`src/monte_carlo_call_price_accumulator_macros.svh`:
```
// Assertion macros shared by the accumulator RTL.
// Expects clk_i and rst_ni in the scope of the including module.
`ifndef MONTE_CARLO_CALL_PRICE_ACCUMULATOR_MACROS_SVH
`define MONTE_CARLO_CALL_PRICE_ACCUMULATOR_MACROS_SVH

// same-cycle implication, off during reset
`define MCPA_ASSERT_NOW(lbl, ante, cons, msg) \
  lbl: assert property (@(posedge clk_i) disable iff (!rst_ni) (ante) |-> (cons)) \
    else $error(msg);

// next-cycle implication, off during reset
`define MCPA_ASSERT_NEXT(lbl, ante, cons, msg) \
  lbl: assert property (@(posedge clk_i) disable iff (!rst_ni) (ante) |=> (cons)) \
    else $error(msg);

`endif

```
`src/mcpa_pkg.sv`:
```
// Package for the Monte Carlo call price accumulator.
// Widths, config register indexes, microcode control types; no dependencies.
`default_nettype none

package mcpa_pkg;

  localparam int SampleW  = 16;
  localparam int SampleFrac = 12;
  localparam int SpotW    = 16;
  localparam int DriftW   = 18;
  localparam int DiffW    = 17;
  localparam int DiscW    = 17;
  localparam int PriceW   = 48;
  localparam int UsedW    = 32;
  localparam int SumW     = 64;
  localparam int CountW   = 32;
  localparam int XW       = 22;
  localparam int T2W      = 24;
  localparam int NW       = 28;
  localparam int T3W      = 27;
  localparam int AccW     = 29;
  localparam int OpW      = 33;
  localparam int ProdW    = 2 * OpW;
  localparam int PloW     = 49;
  localparam int StepW    = 4;
  localparam int CfgIdxW  = 3;
  localparam int CfgDataW = 18;
  localparam int DivSteps = SumW;
  localparam int DivCntW  = $clog2(DivSteps);

  // ceil(2^30 / 3): exact floor(n/3) for n < 2^29
  localparam logic [28:0] Recip3 = 29'd357913942;

  localparam logic [CfgIdxW-1:0] CfgSpot      = CfgIdxW'(0);
  localparam logic [CfgIdxW-1:0] CfgStrike    = CfgIdxW'(1);
  localparam logic [CfgIdxW-1:0] CfgDrift     = CfgIdxW'(2);
  localparam logic [CfgIdxW-1:0] CfgDiffusion = CfgIdxW'(3);
  localparam logic [CfgIdxW-1:0] CfgDiscount  = CfgIdxW'(4);

  typedef struct packed {
    logic        [SpotW-1:0]  spot;
    logic        [SpotW-1:0]  strike;
    logic signed [DriftW-1:0] drift;
    logic        [DiffW-1:0]  diffusion;
    logic        [DiscW-1:0]  discount;
  } cfg_t;

  typedef enum logic [2:0] {
    MUL_NONE,
    MUL_SAMPLE_DIFF,
    MUL_X_X,
    MUL_T2_X,
    MUL_N_RECIP,
    MUL_SPOT_APPROX,
    MUL_MEAN_LO,
    MUL_MEAN_HI
  } mul_e;

  typedef enum logic [3:0] {
    OP_NONE,
    OP_CAPTURE,
    OP_LOAD_X,
    OP_LOAD_T2,
    OP_LOAD_ABS,
    OP_LOAD_T3,
    OP_ACCUM,
    OP_DIV_START,
    OP_SAVE_LO,
    OP_FINISH
  } op_e;

  typedef enum logic [2:0] {
    BR_NEXT,
    BR_WAIT_IN,
    BR_NOT_LAST,
    BR_WAIT_DIV,
    BR_WAIT_OUT
  } br_e;

  typedef struct packed {
    mul_e             mul;
    op_e              op;
    br_e              br;
    logic [StepW-1:0] target;
  } uword_t;

  typedef struct packed {
    mul_e mul;
    op_e  op;
    logic fire;
  } ctrl_t;

  typedef struct packed {
    logic start;
    logic last;
    logic div_busy;
    logic out_hold;
  } status_t;

endpackage

`default_nettype wire

```
`src/mcpa_channels.sv`:
```
// Channel interfaces: sample input, result output, config write.
// Depends on mcpa_pkg for field widths.
`default_nettype none

interface mcpa_sample_if;
  logic                                valid;
  logic                                ready;
  logic signed [mcpa_pkg::SampleW-1:0] normal_sample;
  logic                                last_sample;
  modport source(output valid, normal_sample, last_sample, input ready);
  modport sink(input valid, normal_sample, last_sample, output ready);
endinterface

interface mcpa_result_if;
  logic                         valid;
  logic                         ready;
  logic [mcpa_pkg::PriceW-1:0]  option_price;
  logic [mcpa_pkg::UsedW-1:0]   samples_used;
  logic                         saturated;
  modport source(output valid, option_price, samples_used, saturated, input ready);
  modport sink(input valid, option_price, samples_used, saturated, output ready);
endinterface

interface mcpa_cfg_if;
  logic                          valid;
  logic                          ready;
  logic [mcpa_pkg::CfgIdxW-1:0]  index;
  logic [mcpa_pkg::CfgDataW-1:0] data;
  modport source(output valid, index, data, input ready);
  modport sink(input valid, index, data, output ready);
endinterface

`default_nettype wire

```
`src/mcpa_divider.sv`:
```
// Restoring divider, one quotient bit per cycle: payoff sum / sample count.
// Depends on mcpa_pkg and the assertion macro header.
`default_nettype none
`include "monte_carlo_call_price_accumulator_macros.svh"

module mcpa_divider (
  input  logic                          clk_i,
  input  logic                          rst_ni,
  input  logic                          start_i,
  input  logic [mcpa_pkg::SumW-1:0]     dividend_i,
  input  logic [mcpa_pkg::CountW-1:0]   divisor_i,
  output logic                          busy_o,
  output logic [mcpa_pkg::SumW-1:0]     quotient_o
);

  localparam logic [mcpa_pkg::DivCntW-1:0] LastStep =
    mcpa_pkg::DivCntW'(mcpa_pkg::DivSteps - 1);

  logic                          busy_q;
  logic [mcpa_pkg::DivCntW-1:0]  step_q;
  logic [mcpa_pkg::SumW-1:0]     quot_q;
  logic [mcpa_pkg::CountW-1:0]   rem_q;
  logic [mcpa_pkg::CountW-1:0]   dvs_q;
  logic [mcpa_pkg::CountW:0]     shifted;
  logic [mcpa_pkg::CountW:0]     trial;
  logic                          qbit;

  always_comb begin
    shifted = {rem_q, quot_q[mcpa_pkg::SumW-1]};
    trial   = shifted - {1'b0, dvs_q};
    qbit    = !trial[mcpa_pkg::CountW];
  end

  always_ff @(posedge clk_i or negedge rst_ni) begin
    if (!rst_ni) begin
      busy_q <= 1'b0;
      step_q <= '0;
      quot_q <= '0;
      rem_q  <= '0;
      dvs_q  <= '0;
    end else if (start_i) begin
      busy_q <= 1'b1;
      step_q <= '0;
      quot_q <= dividend_i;
      rem_q  <= '0;
      dvs_q  <= divisor_i;
    end else if (busy_q) begin
      rem_q  <= qbit ? trial[mcpa_pkg::CountW-1:0] : shifted[mcpa_pkg::CountW-1:0];
      quot_q <= {quot_q[mcpa_pkg::SumW-2:0], qbit};
      step_q <= step_q + 1'b1;
      if (step_q == LastStep) begin
        busy_q <= 1'b0;
      end
    end
  end

  assign busy_o     = busy_q;
  assign quotient_o = quot_q;

  `MCPA_ASSERT_NOW(a_no_restart, start_i, !busy_q, "divider restarted while busy")
  `MCPA_ASSERT_NEXT(a_busy_after_start, start_i, busy_q, "divider did not go busy")
  `MCPA_ASSERT_NEXT(a_done_in_time, busy_q && step_q == LastStep, !busy_q,
                    "divider overran its step count")

endmodule

`default_nettype wire

```
`src/mcpa_sequencer.sv`:
```
// Microcode sequencer: step counter, control-word ROM and branch logic.
// Depends on mcpa_pkg.
`default_nettype none

module mcpa_sequencer (
  input  logic              clk_i,
  input  logic              rst_ni,
  input  mcpa_pkg::status_t status_i,
  output mcpa_pkg::ctrl_t   ctrl_o,
  output logic              in_ready_o
);

  localparam logic [mcpa_pkg::StepW-1:0] StepIdle     = 4'd0;
  localparam logic [mcpa_pkg::StepW-1:0] StepMulA     = 4'd1;
  localparam logic [mcpa_pkg::StepW-1:0] StepLoadX    = 4'd2;
  localparam logic [mcpa_pkg::StepW-1:0] StepMulSq    = 4'd3;
  localparam logic [mcpa_pkg::StepW-1:0] StepLoadT2   = 4'd4;
  localparam logic [mcpa_pkg::StepW-1:0] StepMulCube  = 4'd5;
  localparam logic [mcpa_pkg::StepW-1:0] StepLoadAbs  = 4'd6;
  localparam logic [mcpa_pkg::StepW-1:0] StepMulRecip = 4'd7;
  localparam logic [mcpa_pkg::StepW-1:0] StepLoadT3   = 4'd8;
  localparam logic [mcpa_pkg::StepW-1:0] StepMulSpot  = 4'd9;
  localparam logic [mcpa_pkg::StepW-1:0] StepAccum    = 4'd10;
  localparam logic [mcpa_pkg::StepW-1:0] StepDivStart = 4'd11;
  localparam logic [mcpa_pkg::StepW-1:0] StepDivWait  = 4'd12;
  localparam logic [mcpa_pkg::StepW-1:0] StepMulLo    = 4'd13;
  localparam logic [mcpa_pkg::StepW-1:0] StepMulHi    = 4'd14;
  localparam logic [mcpa_pkg::StepW-1:0] StepFinish   = 4'd15;

  function automatic mcpa_pkg::uword_t ucode_word(input logic [mcpa_pkg::StepW-1:0] s);
    mcpa_pkg::uword_t w;
    w = '{mul: mcpa_pkg::MUL_NONE, op: mcpa_pkg::OP_NONE, br: mcpa_pkg::BR_NEXT,
          target: StepIdle};
    unique case (s)
      StepIdle: begin
        w.op = mcpa_pkg::OP_CAPTURE;
        w.br = mcpa_pkg::BR_WAIT_IN;
      end
      StepMulA:     w.mul = mcpa_pkg::MUL_SAMPLE_DIFF;
      StepLoadX:    w.op  = mcpa_pkg::OP_LOAD_X;
      StepMulSq:    w.mul = mcpa_pkg::MUL_X_X;
      StepLoadT2:   w.op  = mcpa_pkg::OP_LOAD_T2;
      StepMulCube:  w.mul = mcpa_pkg::MUL_T2_X;
      StepLoadAbs:  w.op  = mcpa_pkg::OP_LOAD_ABS;
      StepMulRecip: w.mul = mcpa_pkg::MUL_N_RECIP;
      StepLoadT3:   w.op  = mcpa_pkg::OP_LOAD_T3;
      StepMulSpot:  w.mul = mcpa_pkg::MUL_SPOT_APPROX;
      StepAccum: begin
        w.op = mcpa_pkg::OP_ACCUM;
        w.br = mcpa_pkg::BR_NOT_LAST;
      end
      StepDivStart: w.op = mcpa_pkg::OP_DIV_START;
      StepDivWait:  w.br = mcpa_pkg::BR_WAIT_DIV;
      StepMulLo:    w.mul = mcpa_pkg::MUL_MEAN_LO;
      StepMulHi: begin
        w.mul = mcpa_pkg::MUL_MEAN_HI;
        w.op  = mcpa_pkg::OP_SAVE_LO;
      end
      StepFinish: begin
        w.op = mcpa_pkg::OP_FINISH;
        w.br = mcpa_pkg::BR_WAIT_OUT;
      end
      default: ;
    endcase
    return w;
  endfunction

  logic [mcpa_pkg::StepW-1:0] step_q, step_d;
  mcpa_pkg::uword_t           word;
  logic                       fire;

  always_comb begin
    word   = ucode_word(step_q);
    fire   = 1'b1;
    step_d = step_q + 1'b1;
    unique case (word.br)
      mcpa_pkg::BR_NEXT: ;
      mcpa_pkg::BR_WAIT_IN: begin
        fire   = status_i.start;
        step_d = status_i.start ? step_q + 1'b1 : step_q;
      end
      mcpa_pkg::BR_NOT_LAST: begin
        step_d = status_i.last ? step_q + 1'b1 : word.target;
      end
      mcpa_pkg::BR_WAIT_DIV: begin
        fire   = !status_i.div_busy;
        step_d = status_i.div_busy ? step_q : step_q + 1'b1;
      end
      mcpa_pkg::BR_WAIT_OUT: begin
        fire   = !status_i.out_hold;
        step_d = status_i.out_hold ? step_q : word.target;
      end
      default: ;
    endcase
  end

  always_ff @(posedge clk_i or negedge rst_ni) begin
    if (!rst_ni) begin
      step_q <= StepIdle;
    end else begin
      step_q <= step_d;
    end
  end

  assign ctrl_o     = '{mul: word.mul, op: word.op, fire: fire};
  assign in_ready_o = (step_q == StepIdle);

endmodule

`default_nettype wire

```
`src/mcpa_datapath.sv`:
```
// Datapath: shared 33x33 multiplier, Taylor terms, payoff accumulators, result register.
// Depends on mcpa_pkg, mcpa_divider and the assertion macro header.
`default_nettype none
`include "monte_carlo_call_price_accumulator_macros.svh"

module mcpa_datapath (
  input  logic                                clk_i,
  input  logic                                rst_ni,
  input  mcpa_pkg::ctrl_t                     ctrl_i,
  input  mcpa_pkg::cfg_t                      cfg_i,
  input  logic                                start_i,
  input  logic signed [mcpa_pkg::SampleW-1:0] normal_sample_i,
  input  logic                                last_sample_i,
  output mcpa_pkg::status_t                   status_o,
  output logic                                res_valid_o,
  input  logic                                res_ready_i,
  output logic [mcpa_pkg::PriceW-1:0]         option_price_o,
  output logic [mcpa_pkg::UsedW-1:0]          samples_used_o,
  output logic                                saturated_o
);

  localparam int FinW = mcpa_pkg::PloW + 32;

  logic signed [mcpa_pkg::SampleW-1:0] samp_q;
  logic                                last_q;
  logic signed [mcpa_pkg::XW-1:0]      x_q, x_d;
  logic        [mcpa_pkg::T2W-1:0]     t2_q;
  logic        [mcpa_pkg::NW-1:0]      n_q;
  logic                                neg_q;
  logic signed [mcpa_pkg::AccW-1:0]    acc_q, acc_t3;
  logic signed [mcpa_pkg::ProdW-1:0]   prod_q;
  logic        [mcpa_pkg::PloW-1:0]    plo_q;
  logic        [mcpa_pkg::SumW-1:0]    sum_q;
  logic        [mcpa_pkg::CountW-1:0]  cnt_q;
  logic                                ovf_q;
  logic                                res_valid_q;
  logic        [mcpa_pkg::PriceW-1:0]  res_price_q;
  logic        [mcpa_pkg::UsedW-1:0]   res_used_q;
  logic                                res_sat_q;

  logic signed [mcpa_pkg::OpW-1:0]     mul_a, mul_b;
  logic signed [33:0]                  ax_prod, ax_bias, ax_shift;
  logic signed [44:0]                  cube;
  logic        [44:0]                  cube_mag;
  logic        [mcpa_pkg::T3W-1:0]     q3;
  logic signed [45:0]                  price;
  logic signed [46:0]                  strike_q16, diff;
  logic        [mcpa_pkg::PriceW-1:0]  payoff;
  logic        [mcpa_pkg::SumW:0]      sum_ext;
  logic        [FinW-1:0]              fin;
  logic                                fin_sat;
  logic        [47:0]                  cnt_w;
  logic        [mcpa_pkg::SumW-1:0]    mean;
  logic                                div_busy, div_start, finish_fire;

  assign div_start   = ctrl_i.fire && (ctrl_i.op == mcpa_pkg::OP_DIV_START);
  assign finish_fire = ctrl_i.fire && (ctrl_i.op == mcpa_pkg::OP_FINISH);

  mcpa_divider u_div (
    .clk_i      (clk_i),
    .rst_ni     (rst_ni),
    .start_i    (div_start),
    .dividend_i (sum_q),
    .divisor_i  (cnt_q),
    .busy_o     (div_busy),
    .quotient_o (mean)
  );

  always_comb begin
    mul_a = '0;
    mul_b = '0;
    case (ctrl_i.mul)
      mcpa_pkg::MUL_SAMPLE_DIFF: begin
        mul_a = mcpa_pkg::OpW'(samp_q);
        mul_b = mcpa_pkg::OpW'(cfg_i.diffusion);
      end
      mcpa_pkg::MUL_X_X: begin
        mul_a = mcpa_pkg::OpW'(x_q);
        mul_b = mcpa_pkg::OpW'(x_q);
      end
      mcpa_pkg::MUL_T2_X: begin
        mul_a = mcpa_pkg::OpW'(t2_q);
        mul_b = mcpa_pkg::OpW'(x_q);
      end
      mcpa_pkg::MUL_N_RECIP: begin
        mul_a = mcpa_pkg::OpW'(n_q);
        mul_b = mcpa_pkg::OpW'(mcpa_pkg::Recip3);
      end
      mcpa_pkg::MUL_SPOT_APPROX: begin
        mul_a = mcpa_pkg::OpW'(cfg_i.spot);
        mul_b = mcpa_pkg::OpW'(acc_q);
      end
      mcpa_pkg::MUL_MEAN_LO: begin
        mul_a = mcpa_pkg::OpW'(mean[31:0]);
        mul_b = mcpa_pkg::OpW'(cfg_i.discount);
      end
      mcpa_pkg::MUL_MEAN_HI: begin
        mul_a = mcpa_pkg::OpW'(mean[63:32]);
        mul_b = mcpa_pkg::OpW'(cfg_i.discount);
      end
      default: ;
    endcase
  end

  always_comb begin
    // sample*diffusion / 4096, truncated toward zero, plus drift
    ax_prod  = prod_q[33:0];
    ax_bias  = ax_prod + (ax_prod[33] ? 34'sd4095 : 34'sd0);
    ax_shift = ax_bias >>> mcpa_pkg::SampleFrac;
    x_d      = mcpa_pkg::XW'(ax_shift) + mcpa_pkg::XW'(cfg_i.drift);

    // |t2*x| / 65536, later / 3 by reciprocal
    cube     = prod_q[44:0];
    cube_mag = cube[44] ? 45'(-cube) : 45'(cube);
    q3       = prod_q[56:30];
    acc_t3   = acc_q + mcpa_pkg::AccW'(t2_q)
             + (neg_q ? -mcpa_pkg::AccW'(q3) : mcpa_pkg::AccW'(q3));

    price      = prod_q[45:0];
    strike_q16 = {15'd0, cfg_i.strike, 16'd0};
    diff       = 47'(price) - strike_q16;
    payoff     = (!diff[46] && diff != '0) ? mcpa_pkg::PriceW'(diff[45:0]) : '0;
    sum_ext    = {1'b0, sum_q} + (mcpa_pkg::SumW + 1)'(payoff);

    fin     = {prod_q[mcpa_pkg::PloW-1:0], 32'd0} + FinW'(plo_q);
    fin_sat = (fin[FinW-1:64] != '0);
    cnt_w   = 48'(cnt_q);
  end

  always_ff @(posedge clk_i) begin
    if (ctrl_i.mul != mcpa_pkg::MUL_NONE) begin
      prod_q <= mcpa_pkg::ProdW'(mul_a) * mcpa_pkg::ProdW'(mul_b);
    end
    if (ctrl_i.fire) begin
      unique case (ctrl_i.op)
        mcpa_pkg::OP_CAPTURE: begin
          samp_q <= normal_sample_i;
          last_q <= last_sample_i;
        end
        mcpa_pkg::OP_LOAD_X: x_q <= x_d;
        mcpa_pkg::OP_LOAD_T2: begin
          t2_q  <= prod_q[mcpa_pkg::T2W+16:17];
          acc_q <= mcpa_pkg::AccW'(65536) + mcpa_pkg::AccW'(x_q);
        end
        mcpa_pkg::OP_LOAD_ABS: begin
          n_q   <= cube_mag[43:16];
          neg_q <= cube[44];
        end
        mcpa_pkg::OP_LOAD_T3: acc_q <= acc_t3;
        mcpa_pkg::OP_SAVE_LO: plo_q <= prod_q[mcpa_pkg::PloW-1:0];
        mcpa_pkg::OP_FINISH: begin
          res_price_q <= fin_sat ? '1 : fin[63:16];
          res_used_q  <= (cnt_w[47:32] != '0) ? '1 : cnt_w[31:0];
          res_sat_q   <= ovf_q || fin_sat;
        end
        default: ;
      endcase
    end
  end

  always_ff @(posedge clk_i or negedge rst_ni) begin
    if (!rst_ni) begin
      sum_q       <= '0;
      cnt_q       <= '0;
      ovf_q       <= 1'b0;
      res_valid_q <= 1'b0;
    end else begin
      if (finish_fire) begin
        res_valid_q <= 1'b1;
      end else if (res_ready_i) begin
        res_valid_q <= 1'b0;
      end
      if (finish_fire) begin
        sum_q <= '0;
        cnt_q <= '0;
        ovf_q <= 1'b0;
      end else if (ctrl_i.fire && ctrl_i.op == mcpa_pkg::OP_ACCUM) begin
        if (sum_ext[mcpa_pkg::SumW]) begin
          sum_q <= '1;
        end else begin
          sum_q <= sum_ext[mcpa_pkg::SumW-1:0];
        end
        if (cnt_q != '1) begin
          cnt_q <= cnt_q + 1'b1;
        end
        if (sum_ext[mcpa_pkg::SumW] || cnt_q == '1) begin
          ovf_q <= 1'b1;
        end
      end
    end
  end

  assign status_o = '{start: start_i, last: last_q, div_busy: div_busy,
                      out_hold: res_valid_q && !res_ready_i};

  assign res_valid_o    = res_valid_q;
  assign option_price_o = res_price_q;
  assign samples_used_o = res_used_q;
  assign saturated_o    = res_sat_q;

  `MCPA_ASSERT_NOW(a_res_from_finish, $rose(res_valid_q), $past(finish_fire),
                   "result raised outside finish step")
  `MCPA_ASSERT_NEXT(a_clear_after_finish, finish_fire,
                    cnt_q == '0 && sum_q == '0 && !ovf_q, "run state not cleared")
  `MCPA_ASSERT_NOW(a_finish_not_blocked, finish_fire, !(res_valid_q && !res_ready_i),
                   "result overwritten while held")

endmodule

`default_nettype wire

```
`src/monte_carlo_call_price_accumulator.sv`:
```
// Non-last sample: accepted at step 0, ready again once the program returns to step 0 after its
// accumulate step (shared multiplier, 16-step program). Last sample: the result is valid after
// the one-bit-per-cycle divider for sum/count, then two 32x17 partial products.
// A new sample is taken only at step 0, when the previous one is through; one result per run.
// rst_ni is asynchronous, active low: config to defaults, accumulators and control cleared.
// Top level: config registers, channel handshakes, sequencer and datapath.
`default_nettype none

module monte_carlo_call_price_accumulator (
  input  logic                  clk_i,
  input  logic                  rst_ni,
  mcpa_cfg_if.sink              cfg_i,
  mcpa_sample_if.sink           sample_i,
  mcpa_result_if.source         result_o
);

  mcpa_pkg::cfg_t    cfg_q;
  mcpa_pkg::ctrl_t   ctrl;
  mcpa_pkg::status_t status;
  logic              in_ready;
  logic              start;

  assign cfg_i.ready = 1'b1;

  always_ff @(posedge clk_i or negedge rst_ni) begin
    if (!rst_ni) begin
      cfg_q.spot      <= 16'd100;
      cfg_q.strike    <= 16'd110;
      cfg_q.drift     <= '0;
      cfg_q.diffusion <= 17'd13107;
      cfg_q.discount  <= 17'd61693;
    end else if (cfg_i.valid) begin
      case (cfg_i.index)
        mcpa_pkg::CfgSpot:      cfg_q.spot      <= cfg_i.data[mcpa_pkg::SpotW-1:0];
        mcpa_pkg::CfgStrike:    cfg_q.strike    <= cfg_i.data[mcpa_pkg::SpotW-1:0];
        mcpa_pkg::CfgDrift:     cfg_q.drift     <= cfg_i.data[mcpa_pkg::DriftW-1:0];
        mcpa_pkg::CfgDiffusion: cfg_q.diffusion <= cfg_i.data[mcpa_pkg::DiffW-1:0];
        mcpa_pkg::CfgDiscount:  cfg_q.discount  <= cfg_i.data[mcpa_pkg::DiscW-1:0];
        default: ;
      endcase
    end
  end

  assign sample_i.ready = in_ready;
  assign start          = sample_i.valid && in_ready;

  mcpa_sequencer u_seq (
    .clk_i      (clk_i),
    .rst_ni     (rst_ni),
    .status_i   (status),
    .ctrl_o     (ctrl),
    .in_ready_o (in_ready)
  );

  mcpa_datapath u_dp (
    .clk_i           (clk_i),
    .rst_ni          (rst_ni),
    .ctrl_i          (ctrl),
    .cfg_i           (cfg_q),
    .start_i         (start),
    .normal_sample_i (sample_i.normal_sample),
    .last_sample_i   (sample_i.last_sample),
    .status_o        (status),
    .res_valid_o     (result_o.valid),
    .res_ready_i     (result_o.ready),
    .option_price_o  (result_o.option_price),
    .samples_used_o  (result_o.samples_used),
    .saturated_o     (result_o.saturated)
  );

endmodule

`default_nettype wire
```
`src/flat_wrapper.sv`:
```
// flat-port wrapper written by rule: the top's interface ports become plain ports
module monte_carlo_call_price_accumulator_flat 
  (clk_i, rst_ni, cfg_i_valid, cfg_i_index, cfg_i_data, cfg_i_ready, sample_i_valid, sample_i_normal_sample, sample_i_last_sample, sample_i_ready, result_o_valid, result_o_option_price, result_o_samples_used, result_o_saturated, result_o_ready);
  mcpa_cfg_if cfg_i_i ();
  mcpa_sample_if sample_i_i ();
  mcpa_result_if result_o_i ();
  input  logic clk_i;
  input  logic rst_ni;
  input wire logic [$bits(cfg_i_i.valid)-1:0] cfg_i_valid;
  input wire logic [$bits(cfg_i_i.index)-1:0] cfg_i_index;
  input wire logic [$bits(cfg_i_i.data)-1:0] cfg_i_data;
  output wire logic [$bits(cfg_i_i.ready)-1:0] cfg_i_ready;
  input wire logic [$bits(sample_i_i.valid)-1:0] sample_i_valid;
  input wire logic [$bits(sample_i_i.normal_sample)-1:0] sample_i_normal_sample;
  input wire logic [$bits(sample_i_i.last_sample)-1:0] sample_i_last_sample;
  output wire logic [$bits(sample_i_i.ready)-1:0] sample_i_ready;
  output wire logic [$bits(result_o_i.valid)-1:0] result_o_valid;
  output wire logic [$bits(result_o_i.option_price)-1:0] result_o_option_price;
  output wire logic [$bits(result_o_i.samples_used)-1:0] result_o_samples_used;
  output wire logic [$bits(result_o_i.saturated)-1:0] result_o_saturated;
  input wire logic [$bits(result_o_i.ready)-1:0] result_o_ready;
  assign cfg_i_i.valid = cfg_i_valid;
  assign cfg_i_i.index = cfg_i_index;
  assign cfg_i_i.data = cfg_i_data;
  assign cfg_i_ready = cfg_i_i.ready;
  assign sample_i_i.valid = sample_i_valid;
  assign sample_i_i.normal_sample = sample_i_normal_sample;
  assign sample_i_i.last_sample = sample_i_last_sample;
  assign sample_i_ready = sample_i_i.ready;
  assign result_o_valid = result_o_i.valid;
  assign result_o_option_price = result_o_i.option_price;
  assign result_o_samples_used = result_o_i.samples_used;
  assign result_o_saturated = result_o_i.saturated;
  assign result_o_i.ready = result_o_ready;
  monte_carlo_call_price_accumulator u_core (.clk_i(clk_i), .rst_ni(rst_ni), .cfg_i(cfg_i_i), .sample_i(sample_i_i), .result_o(result_o_i));
endmodule
```
`config.mk`:
```
export PLATFORM = sky130hd
export DESIGN_NAME = monte_carlo_call_price_accumulator_flat
export DESIGN_NICKNAME = d
export VERILOG_FILES = /design/src/mcpa_pkg.sv /design/src/mcpa_channels.sv /design/src/mcpa_divider.sv /design/src/mcpa_sequencer.sv /design/src/mcpa_datapath.sv /design/src/monte_carlo_call_price_accumulator.sv /design/src/flat_wrapper.sv
export VERILOG_INCLUDE_DIRS = /design/src /design/src/src
export SDC_FILE = /design/constraint.sdc
export NUM_CORES = 2
export LEC_CHECK = 0
export BUFFER_PORTS_ARGS = -buffer_cell sky130_fd_sc_hd__clkbuf_2
export CAP_MARGIN = 20
export CORE_ASPECT_RATIO = 1.1
export CORE_MARGIN = 4
export CORE_UTILIZATION = 47
export CTS_CLUSTER_DIAMETER = 40
export DETAILED_ROUTE_END_ITERATION = 10
export SYNTH_ARGS = -nofsm -noshare
export SYNTH_HDL_FRONTEND = slang
export SYNTH_SLANG_ARGS = --single-unit
```
`constraint.sdc`:
```
create_clock -name clk_i -period 12.2 [get_ports clk_i]
set_input_delay 1.22 -clock clk_i [delete_from_list [all_inputs] [get_ports clk_i]]
set_output_delay 1.22 -clock clk_i [all_outputs]
set_load 0.02 [all_outputs]
```
## Word level (Yosys, flattened, before mapping)

Index checks and enable logic that the tools add are counted.

- Output and inout port bits: 84
- Register bits after elaboration: 629
- Bits of input ports: 43
- Word-level logic and storage cells: 165

- Equality and inequality tests: 45
- Add/sub/neg operators: 14
- Reductions and logical operators: 41
- Multipliers: 1
- Multiplexer cells: 37

Operator list:

| kind | number |
|---|---|
| $mux W64 | 5 |
| $pmux W33 S7 | 1 |
| $mux W32 | 6 |
| $pmux W33 S5 | 1 |
| $add A81 B49 Y81 | 1 |
| $add A64 B46 Y65 | 1 |
| $pmux W29 S2 | 1 |
| $mul A33 B33 Y57 | 1 |
| $reduce_bool A47 Y1 | 1 |
| $sub A46 B33 Y47 | 1 |
| $mux W46 | 1 |
| $mux W44 | 1 |
| $neg A44 Y44 | 1 |
| $eq A4 B4 Y1 const B | 10 |
| $pmux W4 S9 | 1 |
| $add A34 B13 Y34 | 1 |
| $sub A33 B32 Y33 | 1 |
| $add A32 B1 Y32 const B | 1 |
| $eq A32 B32 Y1 const B | 1 |
| $eq A4 B3 Y1 const B | 8 |
| $ne A32 B32 Y1 const B | 1 |
| $add A29 B24 Y29 | 1 |
| $add A29 B29 Y29 | 1 |
| $mux W29 | 1 |
| other kinds (32) | 89 |

## Logic depth before layout (Yosys ltp)

- Word-level depth: 9
- Gate-level depth with buffers: 41
- Gate-level depth less buffers: 37

## Hierarchy

Synthesis repeated with hierarchy kept, for this count alone.

- Cell total of the unflattened synthesis: 7659
- Area total of the unflattened synthesis: 71762.6 sq um

By module, submodules not included:

| module | area each (sq um) | seq. area each (sq um) | instances | cells an instance |
|---|---|---|---|---|
| mcpa_datapath | 60116.4 | 11220.8 | 1 | 6572 |
| mcpa_divider | 7800.0 | 3378.2 | 1 | 846 |
| monte_carlo_call_price_accumulator | 3383.2 | 2135.8 | 1 | 184 |
| mcpa_sequencer | 462.9 | 100.1 | 1 | 57 |

## Worst setup path before layout

OpenSTA, ideal clock, no wires.

- Path kind: register to register
- Start point: reg u_core.u_seq.step_q[0] (netlist bit)
- End point: reg u_core.u_dp.prod_q[56] (netlist bit), data pin
- Path buffers: 5
- Slack: 2.366 ns
- Cell stages (with the launch flop): 34
- Required time: 11.940 ns
- Clock period less this slack: 9.834 ns
- Data arrival time: 9.574 ns
- Library setup time: 0.260 ns
- Cells stage by stage: dfrtp_1 -> ha_1 -> clkbuf_1 -> o21ai_0 -> nand2_1 -> and2_1 -> clkbuf_1 -> clkbuf_1 -> buf_1 -> a221oi_1 -> clkbuf_1 -> nor2_1 -> fa_1 -> inv_1 -> fa_1 -> fa_1 -> fa_1 -> inv_1 -> fa_1 -> fa_1 -> fa_1 -> inv_1 -> fa_1 -> inv_1 -> ha_1 -> and3_1 -> and4_1 -> a221o_1 -> a2111oi_0 -> o41a_1 -> o21ai_0 -> a31oi_1 -> o211ai_1 -> xnor2_1

- Cells in the longest elaborated chain, start to end: 6
- Elaborated cells between the ends (all ways): 20
- Those cells by class: mul: 1; eq/ne: 14; mux: 3; reduce/logical: 2

RTL lines:

| item | RTL line | RTL |
|---|---|---|
| start: declaration | mcpa_sequencer.sv:68 | `logic [mcpa_pkg::StepW-1:0] step_q, step_d;` |
| start signal: assignment | mcpa_sequencer.sv:99 | `step_q <= StepIdle;` |
| start signal: assignment | mcpa_sequencer.sv:101 | `step_q <= step_d;` |
| $eq A4 B4 Y1, or another cell as far along | mcpa_sequencer.sv:34 | `unique case (s)` |
| $pmux W3 S7 * | mcpa_sequencer.sv:34 |  |
| $eq A3 B3 Y1 or $eq A3 B2 Y1 (tied branches) | mcpa_datapath.sv:72 | `case (ctrl_i.mul)` |
| $reduce_or A2 Y1 (no source line) | n/a |  |
| $pmux W33 S5 | mcpa_datapath.sv:72 |  |
| $mul A33 B33 Y57 * | mcpa_datapath.sv:132 | `prod_q <= mcpa_pkg::ProdW'(mul_a) * mcpa_pkg::ProdW'(mul_b);` |
| end signal: assignment | mcpa_datapath.sv:132 |  |
| end: declaration | mcpa_datapath.sv:31 | `logic signed [mcpa_pkg::ProdW-1:0] prod_q;` |

Every way passes the cells marked *; elsewhere a longest branch is shown, timed or not.
A chain may end at the register's enable or synchronous reset.

## Final worst setup path

- Start point: reg u_core.u_seq.step_q[1] (netlist bit)
- End point: reg u_core.u_dp.prod_q[55] (netlist bit), data pin

The elaborated chain is that of the path after synthesis.

==> run summary <==
Drt total wl: 233,200 µm
Clock Skew: 0.09263 ns
Most frequent cells in the layout: inv_1, fa_1, nand2_1
Critical Path Max Stage Delay: 0.78 ns
Final core utilization: 52.13%
Core footprint: 148,300 µm²
Rel. slew slack: 19.80%
Largest net degree at the start of global routing: 105
Top flip-flop cell by instance count after synthesis: dfrtp_1
I/O pins: 127
Crit path kind: flop to flop
Cell row count: 148
CTS Root Cell: clkbuf_16
Final Hold Vio Count: 0
Die height: 413.9 µm
Chip width: 377.0 µm
Worst Tran Pin Value: 1.203 ns
CTS Sinks: 613
Nets: 9,010
CTS tree: built
RSZ-0062 raised after global routing: false
WL/cell: 24.38 µm
Critical path buffers and inverters: 9
Synth unique cells: 90
Slowest stage cell, crit path: a221o_1
Period utilization: 93.92%
Achievable Freq: 87.28 MHz
Share of layout cells above drive strength 1: 8.632%
Filler instances: 13,690
Final slew viol count: 0
Syn nets: 8,962
Hold_buf cts: 0
Die area: 156,000 µm²
Via density: 5.694
Overall Global Routing Usage: 30.32%
Remaining antenna violation count: 0
Clock transition at path regs: 0.06 ns
Port bufs: 125
Asr flop ratio synth: 52.37%
Setup tns final: 0 ns
Crit Path Max Fanout: 30
Worst-case clock buffer depth: 3
Hold crit path type: input pin to async pin
Period minus WS final: 11.46 ns
CTS Buf Count: 98
GR Overflow Total: 0
Worst skew pair latency: 0.74 ns
Area growth from synthesis to layout: 9.846%
Via count of the first global-routing pass: 55,730
Max-cap violations: 0
Synth Cell Area: 70,390 µm²
Warnings, synthesis: 0
Setup crit end kind: flop
Initial core utilization: 47.46%
First-pass GRT wire length: 352,600 µm
Number of synthesized flops with an enable pin: 292
Syn Inst Count: 7,477
Syn_area_per_cell: 9.414 µm²
CP required: 12.62 ns
Router iterations before antenna repair: 8
Crit-path most repeated cell: fa_1
Commonest non-fill, non-tap cell in the layout: inv_1
Setup slack at placement: 0.7705 ns
Top delay family on crit path: adder cells
Post-synthesis sequential area ratio: 23.92%
DP Wirelength: 187,900 µm
Final Wtd Congestion: 0.9477
Final setup vio count: 0
WP data arrival: 11.88 ns
Flops & latches, synth: 613
Total vias in the final route: 54,450
Critical Path Source Type: flop
Status: finished clean
Initial drt markers: 4,970
Final WS setup: 0.7422 ns
H-tree Lvls: 3
Post-route DRC: 0
Antenna violations before repair: 12
synth_stat cells (all sizes together), types with 47 or more instances:
master  count  share of area (%)
nor3       57               0.42
nand2b     53               0.49
xnor2     211                2.6
nor2      600                3.2
fa       1059                 30
nand2     951                5.1
mux2i     106                1.5
a21oi     286                2.0
inv      1378                7.3
and3       47               0.42
mux2       72                1.2
a21o       95                1.0
edfxtp    292                 12
nand3     108               0.77
dfrtp     294                 10
clkbuf    303                1.6
and2       58               0.52
o21ai     318                2.3
ha        383                6.8
xor2      136                1.7
final cells by class:
cell class | instances | area (µm²) | share of cell area [%]
Multi-Input combinational cell | 5146 | 47480 | 61.41
Clock inverter | 64 | 696.9 | 0.9013
Tap cell | 1950 | 2440 | 3.155
Sequential cell | 613 | 16840 | 21.78
Timing Repair Buffer | 287 | 1927 | 2.492
Inverter | 1379 | 5181 | 6.701
Clock buffer | 122 | 2750 | 3.557
Antenna cell | 3 | 7.507 | 0.009709
flip-flops by register name, summed over array words and instances, names as in the netlist, 4 cells and up:
register / count
u_core.cfg_q: 84
u_core.u_dp.sum_q: 64
u_core.u_dp.u_div.quotient_o: 64
u_core.u_dp.prod_q: 57
u_core.u_dp.option_price_o: 48
u_core.u_dp.plo_q: 33
u_core.u_dp.cnt_q: 32
u_core.u_dp.samples_used_o: 32
u_core.u_dp.u_div.dvs_q: 32
u_core.u_dp.u_div.rem_q: 32
u_core.u_dp.acc_q: 29
u_core.u_dp.n_q: 28
u_core.u_dp.t2_q: 24
u_core.u_dp.x_q: 22
u_core.u_dp.samp_q: 16
u_core.u_dp.u_div.step_q: 6
u_core.u_seq.step_q: 4
stage by stage:
step | instances | instance area, µm² | hold slack, ns
after floorplan | 7477 | 70390 | 0.4231
after global placement | 9367 | 73730 | 0.4695
after detailed placement | 9371 | 73780 | 0.4790
after CTS | 9557 | 77220 | 0.4904
after global routing | 9561 | 77310 | 0.4826
final | 9564 | 77320 | 0.4182
path summary, 6_finish.rpt:
check | from | endpoint | slack (ns) | depth (start not counted)
setup / recovery | u_core.u_seq.step_q[1]$_DFFE_PN0P_ | u_core.u_dp.prod_q[55]$_DFFE_PP_ | 0.74 | 33
hold / removal | rst_ni | u_core.cfg_q[71]$_DFFE_PN0P_ | 0.42 | 1
setup reg to reg | u_core.u_seq.step_q[1]$_DFFE_PN0P_ | u_core.u_dp.prod_q[55]$_DFFE_PP_ | 0.74 | 33
hold reg to reg | u_core.u_dp.u_div.dvs_q[0]$_DFFE_PN0P_ | u_core.u_dp.u_div.dvs_q[0]$_DFFE_PN0P_ | 0.48 | 2
max in group asynchronous | rst_ni | u_core.u_dp.sum_q[62]$_DFFE_PN0P_ | 9.80 | 4
min in group clk_i | u_core.u_dp.u_div.dvs_q[0]$_DFFE_PN0P_ | u_core.u_dp.u_div.dvs_q[0]$_DFFE_PN0P_ | 0.48 | 2
repair_timing:
action / 4_1_cts / 5_1_grt
resized for setup: 0 / 1
buffers inserted: 0 / 0
setup endpoints to repair: 0 / 2
logic make-up after synthesis:
| group | after synthesis | share of synthesized area [%] |
|---|---|---|
| AO/OA/AOI/OAI | 1099 | 10.07 |
| XOR/XNOR | 347 | 4.328 |
| adder cells (fa/ha/maj) | 1442 | 36.93 |
| buffers and inverters | 1718 | 9.197 |
| flip-flops | 613 | 23.92 |
| multiplexers | 178 | 2.659 |
| other | 1 | 0.005327 |
| AND/OR/NAND/NOR | 2079 | 12.90 |
metal layers:
layer / GRT usage [%] / routed length, µm / vias to the layer above
li1: - / - / 23960
met4: 14.80 / 12850 / 6
met5: 0 / 43 / -
met1: 39.63 / 93850 / 27640
met2: 48.99 / 107600 / 2300
met3: 5.373 / 18810 / 549
Power is left out: the tool's default activity adds up to more than one toggle a clock period on the data nets, which glitch-free logic cannot reach.
